===== src/ced_pkg.sv =====
// Shared constants, token type and helper functions for the edit distance block.
package ced_pkg;

  localparam int MAX_PATTERN = 32;
  localparam int MAX_COUNT   = 255;

  localparam int CHW = 16;
  localparam int CW  = 8;
  localparam int LW  = $clog2(MAX_PATTERN + 1);
  localparam int FW  = 2;

  localparam logic [FW-1:0] FN_CLEAR  = 2'd0;
  localparam logic [FW-1:0] FN_APPEND = 2'd1;
  localparam logic [FW-1:0] FN_FEED   = 2'd2;
  localparam logic [FW-1:0] FN_END    = 2'd3;

  localparam logic [CW-1:0] COUNT_MAX = CW'(MAX_COUNT);

  typedef struct packed {
    logic           valid;
    logic [FW-1:0]  func;
    logic [CHW-1:0] fc;
    logic [CW-1:0]  left;
    logic [CW-1:0]  diag;
    logic [LW-1:0]  len;
    logic [CW-1:0]  count;
    logic           flag;
    logic [CW-1:0]  score;
  } token_t;

  function automatic logic [CW-1:0] sat_inc(input logic [CW-1:0] v);
    return (v >= COUNT_MAX) ? COUNT_MAX : v + CW'(1);
  endfunction

  function automatic logic [CHW-1:0] fold(input logic [CHW-1:0] c);
    return (c >= CHW'(16'h41) && c <= CHW'(16'h5A)) ? c + CHW'(16'h20) : c;
  endfunction

  function automatic logic [CW-1:0] restart_val(input logic [LW-1:0] j);
    return (CW'(j) >= COUNT_MAX) ? COUNT_MAX : CW'(j);
  endfunction

endpackage


===== src/ced_in_if.sv =====
// Request channel: one beat carries a function code and a character.
interface ced_in_if import ced_pkg::*; ();
  logic           valid;
  logic           ready;
  logic [FW-1:0]  func;
  logic [CHW-1:0] character;

  modport source (output valid, func, character, input ready);
  modport sink (input valid, func, character, output ready);
endinterface


===== src/ced_out_if.sv =====
// Result channel: one beat carries distance, candidate length and overflow.
interface ced_out_if import ced_pkg::*; ();
  logic          valid;
  logic          ready;
  logic [CW-1:0] distance;
  logic [CW-1:0] candidate_length;
  logic          overflow;

  modport source (output valid, distance, candidate_length, overflow, input ready);
  modport sink (input valid, distance, candidate_length, overflow, output ready);
endinterface


===== src/ced_cell.sv =====
// One pattern cell: holds a pattern character and its row entry, passes the token on.
module ced_cell import ced_pkg::*; (
  input  logic          clk,
  input  logic          rst,
  input  logic          advance,
  input  logic [LW-1:0] idx,
  input  token_t        tok_in,
  output token_t        tok_out
);

  logic [CW-1:0]  row;
  logic [CHW-1:0] pchar;
  logic [CW-1:0]  ins;
  logic [CW-1:0]  del;
  logic [CW-1:0]  sub;
  logic [CW-1:0]  best;
  token_t         tok_next;

  always_comb begin
    ins  = sat_inc(tok_in.left);
    del  = sat_inc(row);
    sub  = (pchar == tok_in.fc) ? tok_in.diag : sat_inc(tok_in.diag);
    best = del;
    if (ins < best) begin
      best = ins;
    end
    if (sub < best) begin
      best = sub;
    end
    tok_next = tok_in;
    if (tok_in.func == FN_FEED) begin
      tok_next.left = best;
      tok_next.diag = row;
    end
    if (tok_in.func == FN_END && tok_in.len == idx) begin
      tok_next.score = row;
    end
  end

  always_ff @(posedge clk) begin
    if (rst) begin
      row           <= restart_val(idx);
      tok_out.valid <= 1'b0;
    end else if (advance) begin
      tok_out <= tok_next;
      if (tok_in.valid) begin
        case (tok_in.func)
          FN_FEED: begin
            row <= best;
          end
          FN_APPEND: begin
            row <= restart_val(idx);
            if ((tok_in.len + LW'(1)) == idx) begin
              pchar <= tok_in.fc;
            end
          end
          default: begin
            row <= restart_val(idx);
          end
        endcase
      end
    end
  end

endmodule


===== src/case_insensitive_edit_distance_top.sv =====
// Top level: case-insensitive edit distance over a systolic row of pattern cells.
//
// Usage:
//   req carries one beat per operation: func 0 clears the pattern, func 1
//   appends a pattern character, func 2 feeds a candidate character, func 3
//   ends the candidate. Only func 3 gives a beat on rsp: the edit distance,
//   the candidate length and an overflow flag (pattern characters dropped or
//   a count saturated at 255).
//   Each beat enters the head stage, which holds row entry 0, the candidate
//   count and the pattern length, and then travels one cell per cycle, while
//   the row advances, down a row of MAX_PATTERN cells; cell j holds pattern
//   character j and row entry j. The result of an end beat passes the head
//   register and every cell before the rsp register takes it. Throughput is
//   one req beat per cycle while req.ready is high, any mix of functions,
//   since the beats follow one another through the cells in order.
//   If rsp stalls with a result waiting, the whole row holds only when a
//   further end beat reaches the last cell; req.ready then drops.
//   Reset (rst, synchronous) empties the pattern, restarts the row at
//   0..32 and clears the flag and all beats in flight.
module case_insensitive_edit_distance_top import ced_pkg::*; (
  input logic      clk,
  input logic      rst,
  ced_in_if.sink   req,
  ced_out_if.source rsp
);

  logic [CW-1:0] row0;
  logic [CW-1:0] count;
  logic [LW-1:0] plen;
  logic          flag;
  logic          advance;
  logic          tail_end;
  token_t        tok [0:MAX_PATTERN];
  token_t        head_tok;

  assign tail_end  = tok[MAX_PATTERN].valid && tok[MAX_PATTERN].func == FN_END;
  assign advance   = !(tail_end && rsp.valid && !rsp.ready);
  assign req.ready = advance;

  always_comb begin
    head_tok       = '0;
    head_tok.valid = req.valid;
    head_tok.func  = req.func;
    head_tok.fc    = fold(req.character);
    head_tok.left  = sat_inc(row0);
    head_tok.diag  = row0;
    head_tok.len   = plen;
    head_tok.count = count;
    head_tok.flag  = flag;
    head_tok.score = row0;
  end

  always_ff @(posedge clk) begin
    if (rst) begin
      row0         <= '0;
      count        <= '0;
      plen         <= '0;
      flag         <= 1'b0;
      tok[0].valid <= 1'b0;
    end else if (advance) begin
      tok[0] <= head_tok;
      if (req.valid) begin
        case (req.func)
          FN_CLEAR: begin
            plen  <= '0;
            flag  <= 1'b0;
            row0  <= '0;
            count <= '0;
          end
          FN_APPEND: begin
            if (plen < LW'(MAX_PATTERN)) begin
              plen <= plen + LW'(1);
            end else begin
              flag <= 1'b1;
            end
            row0  <= '0;
            count <= '0;
          end
          FN_FEED: begin
            row0  <= sat_inc(row0);
            count <= sat_inc(count);
          end
          default: begin
            row0  <= '0;
            count <= '0;
          end
        endcase
      end
    end
  end

  for (genvar i = 1; i <= MAX_PATTERN; i++) begin : g_cell
    ced_cell u_cell (
      .clk     (clk),
      .rst     (rst),
      .advance (advance),
      .idx     (LW'(i)),
      .tok_in  (tok[i-1]),
      .tok_out (tok[i])
    );
  end

  always_ff @(posedge clk) begin
    if (rst) begin
      rsp.valid <= 1'b0;
    end else if (advance && tail_end) begin
      rsp.valid            <= 1'b1;
      rsp.distance         <= tok[MAX_PATTERN].score;
      rsp.candidate_length <= tok[MAX_PATTERN].count;
      rsp.overflow         <= tok[MAX_PATTERN].flag
                              || tok[MAX_PATTERN].score >= COUNT_MAX
                              || tok[MAX_PATTERN].count >= COUNT_MAX;
    end else if (rsp.valid && rsp.ready) begin
      rsp.valid <= 1'b0;
    end
  end

endmodule


===== src/flat_wrapper.sv =====
// flat-port wrapper written by rule: the top's interface ports become plain ports
module case_insensitive_edit_distance_top_flat import ced_pkg::*;
  (clk, rst, req_valid, req_func, req_character, req_ready, rsp_valid, rsp_distance, rsp_candidate_length, rsp_overflow, rsp_ready);
  ced_in_if req_i ();
  ced_out_if rsp_i ();
  input logic clk;
  input logic rst;
  input wire logic [$bits(req_i.valid)-1:0] req_valid;
  input wire logic [$bits(req_i.func)-1:0] req_func;
  input wire logic [$bits(req_i.character)-1:0] req_character;
  output wire logic [$bits(req_i.ready)-1:0] req_ready;
  output wire logic [$bits(rsp_i.valid)-1:0] rsp_valid;
  output wire logic [$bits(rsp_i.distance)-1:0] rsp_distance;
  output wire logic [$bits(rsp_i.candidate_length)-1:0] rsp_candidate_length;
  output wire logic [$bits(rsp_i.overflow)-1:0] rsp_overflow;
  input wire logic [$bits(rsp_i.ready)-1:0] rsp_ready;
  assign req_i.valid = req_valid;
  assign req_i.func = req_func;
  assign req_i.character = req_character;
  assign req_ready = req_i.ready;
  assign rsp_valid = rsp_i.valid;
  assign rsp_distance = rsp_i.distance;
  assign rsp_candidate_length = rsp_i.candidate_length;
  assign rsp_overflow = rsp_i.overflow;
  assign rsp_i.ready = rsp_ready;
  case_insensitive_edit_distance_top u_core (.clk(clk), .rst(rst), .req(req_i), .rsp(rsp_i));
endmodule

===== config.mk =====
export PLATFORM = sky130hd
export DESIGN_NAME = case_insensitive_edit_distance_top_flat
export DESIGN_NICKNAME = d
export VERILOG_FILES = /design/src/ced_pkg.sv /design/src/ced_in_if.sv /design/src/ced_out_if.sv /design/src/ced_cell.sv /design/src/case_insensitive_edit_distance_top.sv /design/src/flat_wrapper.sv
export SDC_FILE = /design/constraint.sdc
export NUM_CORES = 2
export LEC_CHECK = 0
export ABC_AREA = 1
export BUFFER_PORTS_ARGS = -buffer_cell sky130_fd_sc_hd__buf_2
export CORE_UTILIZATION = 30
export DETAILED_ROUTE_END_ITERATION = 10
export GPL_TIMING_DRIVEN = 0
export MAX_ROUTING_LAYER = met4
export PLACE_DENSITY = 0.4
export SLEW_MARGIN = 20
export SYNTH_ARGS = -nofsm -noshare
export SYNTH_HDL_FRONTEND = slang
export SYNTH_SLANG_ARGS = --single-unit
export TNS_END_PERCENT = 10

===== constraint.sdc =====
create_clock -name clk -period 229.1 [get_ports clk]
set_input_delay 11.455 -clock clk [delete_from_list [all_inputs] [get_ports clk]]
set_output_delay 11.455 -clock clk [all_outputs]
set_load 0.05 [all_outputs]

[After elaboration in Yosys (flattened, before gate mapping)]
Cells that the tools add are included.
Storage, ports and cells
  output and inout bits: 19
  logic and storage cells: 1274
  input bits: 22
  register bits: 2677
Operators by class
  magnitude comparators: 167
  bitwise operators: 2
  add/sub/neg operators: 132
  muxes and demuxes: 298
  reduce and logical (&&, ||, !) cells: 114
  equal/unequal tests: 197
Operators with widths (number)
  $mux 8: 260
  $ge 8x8->1 const B: 100
  $add 8x1->8 const B: 98
  $eq 16x16->1: 32
  $lt 8x8->1: 64
  $mux 16: 32
  $add 6x1->6 const B: 33
  $eq 6x5->1 const B: 32
  $reduce_and 5->1: 32
  $eq 2x2->1 const B: 66
  $eq 6x4->1 const B: 16
  $reduce_and 2->1: 35
  $eq 2x1->1 const B: 33
  $eq 6x3->1 const B: 8
  $logic_and 1x1->1: 38
  $eq 6x2->1 const B: 4
  $add 16x6->16 const B: 1
  $ge 16x7->1 const B: 1
  $le 16x7->1 const B: 1
  $eq 6x1->1 const B: 2
  $eq 6x6->1 const B: 2
  $pmux 6 s2: 1
  $reduce_and 4->1: 2
  $lt 6x6->1 const B: 1
  other kinds (10): 16

[Depth between registers and ports, before layout]
  word-level depth: 7
  mapped depth: 29

[By module]
Synthesis repeated with hierarchy kept, for this count alone.
Unflattened totals
  cell total of the unflattened synthesis: 14733
  area total of the unflattened synthesis: 144058.2 um^2
Modules (own cells, without submodules)
  ced_cell at u_core.g_cell[16].u_cell ...: cells each 451, area each 4393.0 um^2, sequential area each 2432.3 um^2, times used 20
  ced_cell at u_core.g_cell[10].u_cell ...: cells each 448, area each 4379.2 um^2, sequential area each 2432.3 um^2, times used 10
  ced_cell at u_core.g_cell[8].u_cell: cells each 452, area each 4408.0 um^2, sequential area each 2432.3 um^2, times used 1
  ced_cell at u_core.g_cell[9].u_cell: cells each 450, area each 4389.2 um^2, sequential area each 2432.3 um^2, times used 1
  case_insensitive_edit_distance_top: cells each 331, area each 3609.7 um^2, sequential area each 2482.4 um^2, times used 1

[Least setup slack after synthesis]
Ideal clock, no wire load.
  path type: in2reg
  from: input rsp_ready
  to: register u_core.g_cell[19].u_cell.pchar[0], enable pin
  arrival time: 97.741 ns
  cell stages on the path: 7
  buffers on the path: 1
  slack: 130.929 ns
  setup time: 0.430 ns
  cells stage by stage: nor2_1 -> inv_1 -> nor2_1 -> clkbuf_1 -> nor2_1 -> inv_1 -> nor4_1
On the way
  word-level cells in the longest chain between the ends: 4
RTL lines
  start: declaration: line flat_wrapper.sv:16  | input wire logic [$bits(rsp_i.ready)-1:0] rsp_ready;
  $logic_not 1->1: line case_insensitive_edit_distance_top.sv:37  | assign advance = !(tail_end && rsp.valid && !rsp.ready);
  $logic_and 1x1->1: line case_insensitive_edit_distance_top.sv:37
  $not 1->1 (no source line)
  $reduce_and 5->1 (no source line)
  end signal: assignment: line ced_cell.sv:54  | pchar <= tok_in.fc;
  end: declaration: line ced_cell.sv:12  | logic [CHW-1:0] pchar;
No other way between the ends.
A chain may end at the register's enable or synchronous reset.

[Worst setup path in the final report]
  from: input rsp_ready
  to: output req_ready
On the way
  word-level cells in the longest chain between the ends: 3
RTL lines
  $logic_not 1->1: line case_insensitive_edit_distance_top.sv:37
  $logic_and 1x1->1: line case_insensitive_edit_distance_top.sv:37
  $logic_not 1->1: line case_insensitive_edit_distance_top.sv:37
  end: declaration: line flat_wrapper.sv:11  | output wire logic [$bits(req_i.ready)-1:0] req_ready;
No other way between the ends.

==> metrics.md <==
| Metric | Value |
|---|---|
| Cell Pwr Density | a little over 8 nW/µm² |
| Syn Std Cell Area | 131000 µm² |
| Category of the worst setup path capture point | output port |
| Remaining Overflow, GRT | 0 |
| Crit start category | input port |
| Clock tree buffer depth | 4 |
| Syn avg cell area | 9.94 µm² |
| Setup Fix Bufs, Post-CTS | 0 |
| Max_slew headroom | 0.301 |
| CTS tree | done |
| Total power | 1.24 mW |
| RSZ-0062 raised after global routing | false |
| Endpoints failing setup | 0 |
| Post-DP HPWL | roughly 280 mm |
| Crit path buffers/inverters | 7 |
| Chip height | between 600 and 700 µm |
| Yosys warning count | 0 |
| First-pass DRT Iterations | 5 |
| Fin nets | 14300 |
| Worst vdd ir | about 0.0000068 V |
| Cells after Synth | 13200 |
| Post-cts resize count | 0 |
| Fin util | 0.350 |
| Final wirelength | 359 mm |
| Ys flop type | edfxtp_1 |
| Hold Crit Class | reg -> reg |
| Fmax achieved | approximately 40 MHz |
| First-pass GRT wire length | 544 mm |
| DRT iter0 DRCs | 5996 |
| CP max FO | 10 |
| EDFF count, synth | roughly 2400 |
| Area delta synth->final | 16.1% |
| Hold buffer count at CTS | 0 |
| I/O Pins | 41 |
| Max cap viols | 0 |
| Sequential-to-total area share from yosys stat | 0.589 |
| Vias per inst | ~4.7 |
| Post-DRT Antenna Nets | 0 |
| # clock sinks | 2677 |
| Clock period minus worst slack | 25.59 ns |
| I/O Buffers | 40 |
| Starting Density | 0.302 |
| Total track usage | 0.164 |
| Layout cells sized above 1 | 0.0746 |
| Crit path max-delay cell type | nor2_1 |
| CTS Buf Count | 320 |
| Status | finished clean |
| CTS Root Cell | clkbuf_16 |
| Vias in the first global route | around 89000 |
| Post-route cell area | 152000 µm² |
| Final hold violations | 0 |
| Wirelength per Cell | 18.2 µm |
| CP arrival | 14.14 ns |
| Clock Latency Late Sink | a little under 1 ns |
| Setup TNS | 0 ns |
| Tcrit/Tclk final | 0.112 |
| Largest net degree at the start of global routing | 28 |
| Area after DPL | 142000 µm² |
| Max Transition Viols Final | 0 |
| Slowest stage delay, CP | slightly above 0.6 ns |
| Core Box Area | 435000 µm² |
| Die width | 663 µm |
| Gp weighted congestion | 0.864 |
| Num rows | 242 |
| Post-Syn Nets | approximately 14000 |
| Clock-pin slew on the worst setup and hold paths | about 0.06 ns |
| Post-synthesis cell type count | 64 |
| Worst-path cell chain | buf_2, nor2_1, inv_1, nor2_1, inv_1, clkbuf_2, clkbuf_2, buf_16, buf_2 |
| DRC violation count after routing | 0 |
| CP top delay family | buffers and inverters |
| CTS HTree Levels | 5 |
| Setup CP Type | in -> out |
| Die Footprint | 440000 µm² |
| Initial antenna violation count | 19 |
| P_leak | 60.0 nW |
| Asr flop ratio synth | 0 |
| Filler cells | 44100 |
| Vias | 91700 |
| Actual slew at the worst max-slew pin | 1.05 ns |
| Fin Clk Skew | 0.0838 ns |
| CP Data Required Time | approximately 220 ns |
| Seq cells post-synth | 2677 |
==> final timing paths <==
| kind | start | to | slack, ns | cells past startpoint |
|---|---|---|---|---|
| min reg2reg | u_core.g_cell[31].u_cell.tok_out[10]$_DFFE_PP_ | u_core.g_cell[32].u_cell.tok_out[10]$_DFFE_PP_ | 0.41 | 0 |
| max | rsp_ready | req_ready | 203.51 | 9 |
| max reg2reg | u_core.g_cell[7].u_cell.row[0]$_SDFFE_PP1P_ | u_core.g_cell[7].u_cell.tok_out[31]$_DFFE_PP_ | 223.99 | 19 |
| min | u_core.g_cell[31].u_cell.tok_out[10]$_DFFE_PP_ | u_core.g_cell[32].u_cell.tok_out[10]$_DFFE_PP_ | 0.41 | 0 |
==> synth_stat cells (50+ instances only) <==
| library cell | number | area share |
|---|---|---|
| nand2_1 | 2779 | 0.080 |
| o21a_1 | 65 | 0.0037 |
| xor2_1 | 55 | 0.0037 |
| nor3_1 | 290 | 0.011 |
| nand2_2 | 59 | 0.0028 |
| nand4_1 | 202 | 0.0096 |
| clkbuf_1 | 206 | 0.0059 |
| dfxtp_1 | 313 | 0.048 |
| xnor2_1 | 490 | 0.033 |
| o21ai_0 | 1271 | 0.048 |
| nor2_1 | 837 | 0.024 |
| a21oi_1 | 645 | 0.025 |
| edfxtp_1 | 2364 | 0.54 |
| nand3_1 | 910 | 0.035 |
| a211oi_1 | 50 | 0.0029 |
| inv_1 | 1568 | 0.045 |
| ha_1 | 518 | 0.049 |
| or2_2 | 62 | 0.0030 |
==> per-stage QoR <==
| stage | std cells | hold slack (ns) | setup slack (ns) |
|---|---|---|---|
| 2_1_floorplan | 13200 | 0.400 | 130.93 |
| 3_3_place_gp | 19000 | 0.400 | 80.09 |
| 3_5_place_dp | 19100 | 0.405 | 203.39 |
| 4_1_cts | 19700 | 0.407 | 203.39 |
| 5_1_grt | 19700 | 0.411 | 203.39 |
| 6_report | 19700 | 0.411 | 203.51 |
==> metal layers <==
layer / vias to the layer above / track usage / wire [µm]
met1: 43000 / 0.213 / 165000
met4: 0 / 0.0399 / 8360
li1: 46800 / - / -
met5: - / - / 0
met3: 481 / 0.0163 / 12500
met2: 1462 / 0.275 / 173000
==> cells by family after synthesis <==
family          count (synthesis)  synth area share
simple gates                 5381             0.179
flops                        2677             0.589
compound gates               2240            0.0921
buf+inv                      1816            0.0522
xor+xnor                      545            0.0364
fa+ha+maj                     518            0.0494
mux                            20           0.00169
==> report_power, final <==
group | total [mW] | switching (mW) | internal (mW)
sequential | 0.578 | 0.0198 | 0.559
clock | 0.506 | 0.210 | 0.296
combinational | 0.154 | 0.100 | 0.0537
==> cell type report <==
type                    instances  area [µm²]  share of cell area
inverters                    1583        5940              0.0390
diodes                         10        25.0            0.000164
repair buffers                202        3090              0.0203
multi-input cells            8704       47400               0.311
clock inverters               181        2010              0.0132
flip-flops and latches       2677       77300               0.507
well taps                    5734        7170              0.0471
plain buffers                 233         942             0.00619
clock buffers                 396        8450              0.0555
==> state kept, by name, indices dropped and copies added, names as in the netlist <==
name and flops:
u_core.g_cell.u_cell.pchar 512, u_core.rsp.distance 8, u_core.tok 50, u_core.g_cell.u_cell.tok_out 1818, u_core.rsp.valid 1, u_core.g_cell.u_cell.row 256, u_core.rsp.overflow 1, u_core.row0 8
u_core.rsp.candidate_length 8, u_core.count 8, u_core.plen 6, u_core.flag 1
==> worst register-to-register path: stages (launching register included) <==
cell	delay, ns
dfxtp_1	0.41
inv_1	0.11
nor3_1	0.40
nand4_1	0.21
o31ai_1	0.41
ha_1	0.34
nand2_1	0.08
nor2_1	0.04
a211oi_1	0.40
nand2_1	0.22
clkbuf_1	0.25
o21ai_0	0.29
ha_1	0.30
a21oi_1	0.15
nor2_1	0.07
a211oi_2	0.54
nand2_2	0.26
nand2_1	0.12
nand3_1	0.10
o21a_1	0.15
==> placed cells by master (no fill, tap or decap), types with 65 or more instances in the layout <==
cell	netlist	final
nor3_1	290	287
o21a_1	65	65
nor2_1	837	819
inv_1	1568	1568
xnor2_1	490	490
o21ai_0	1271	1271
edfxtp_1	2364	2364
dfxtp_1	313	313
clkbuf_1	206	244
nand2_1	2779	2779
a21oi_1	645	645
buf_2	22	94
nand3_1	910	910
nand4_1	202	202
clkbuf_16	0	324
ha_1	518	518
(Power assumes the default switching activity.)
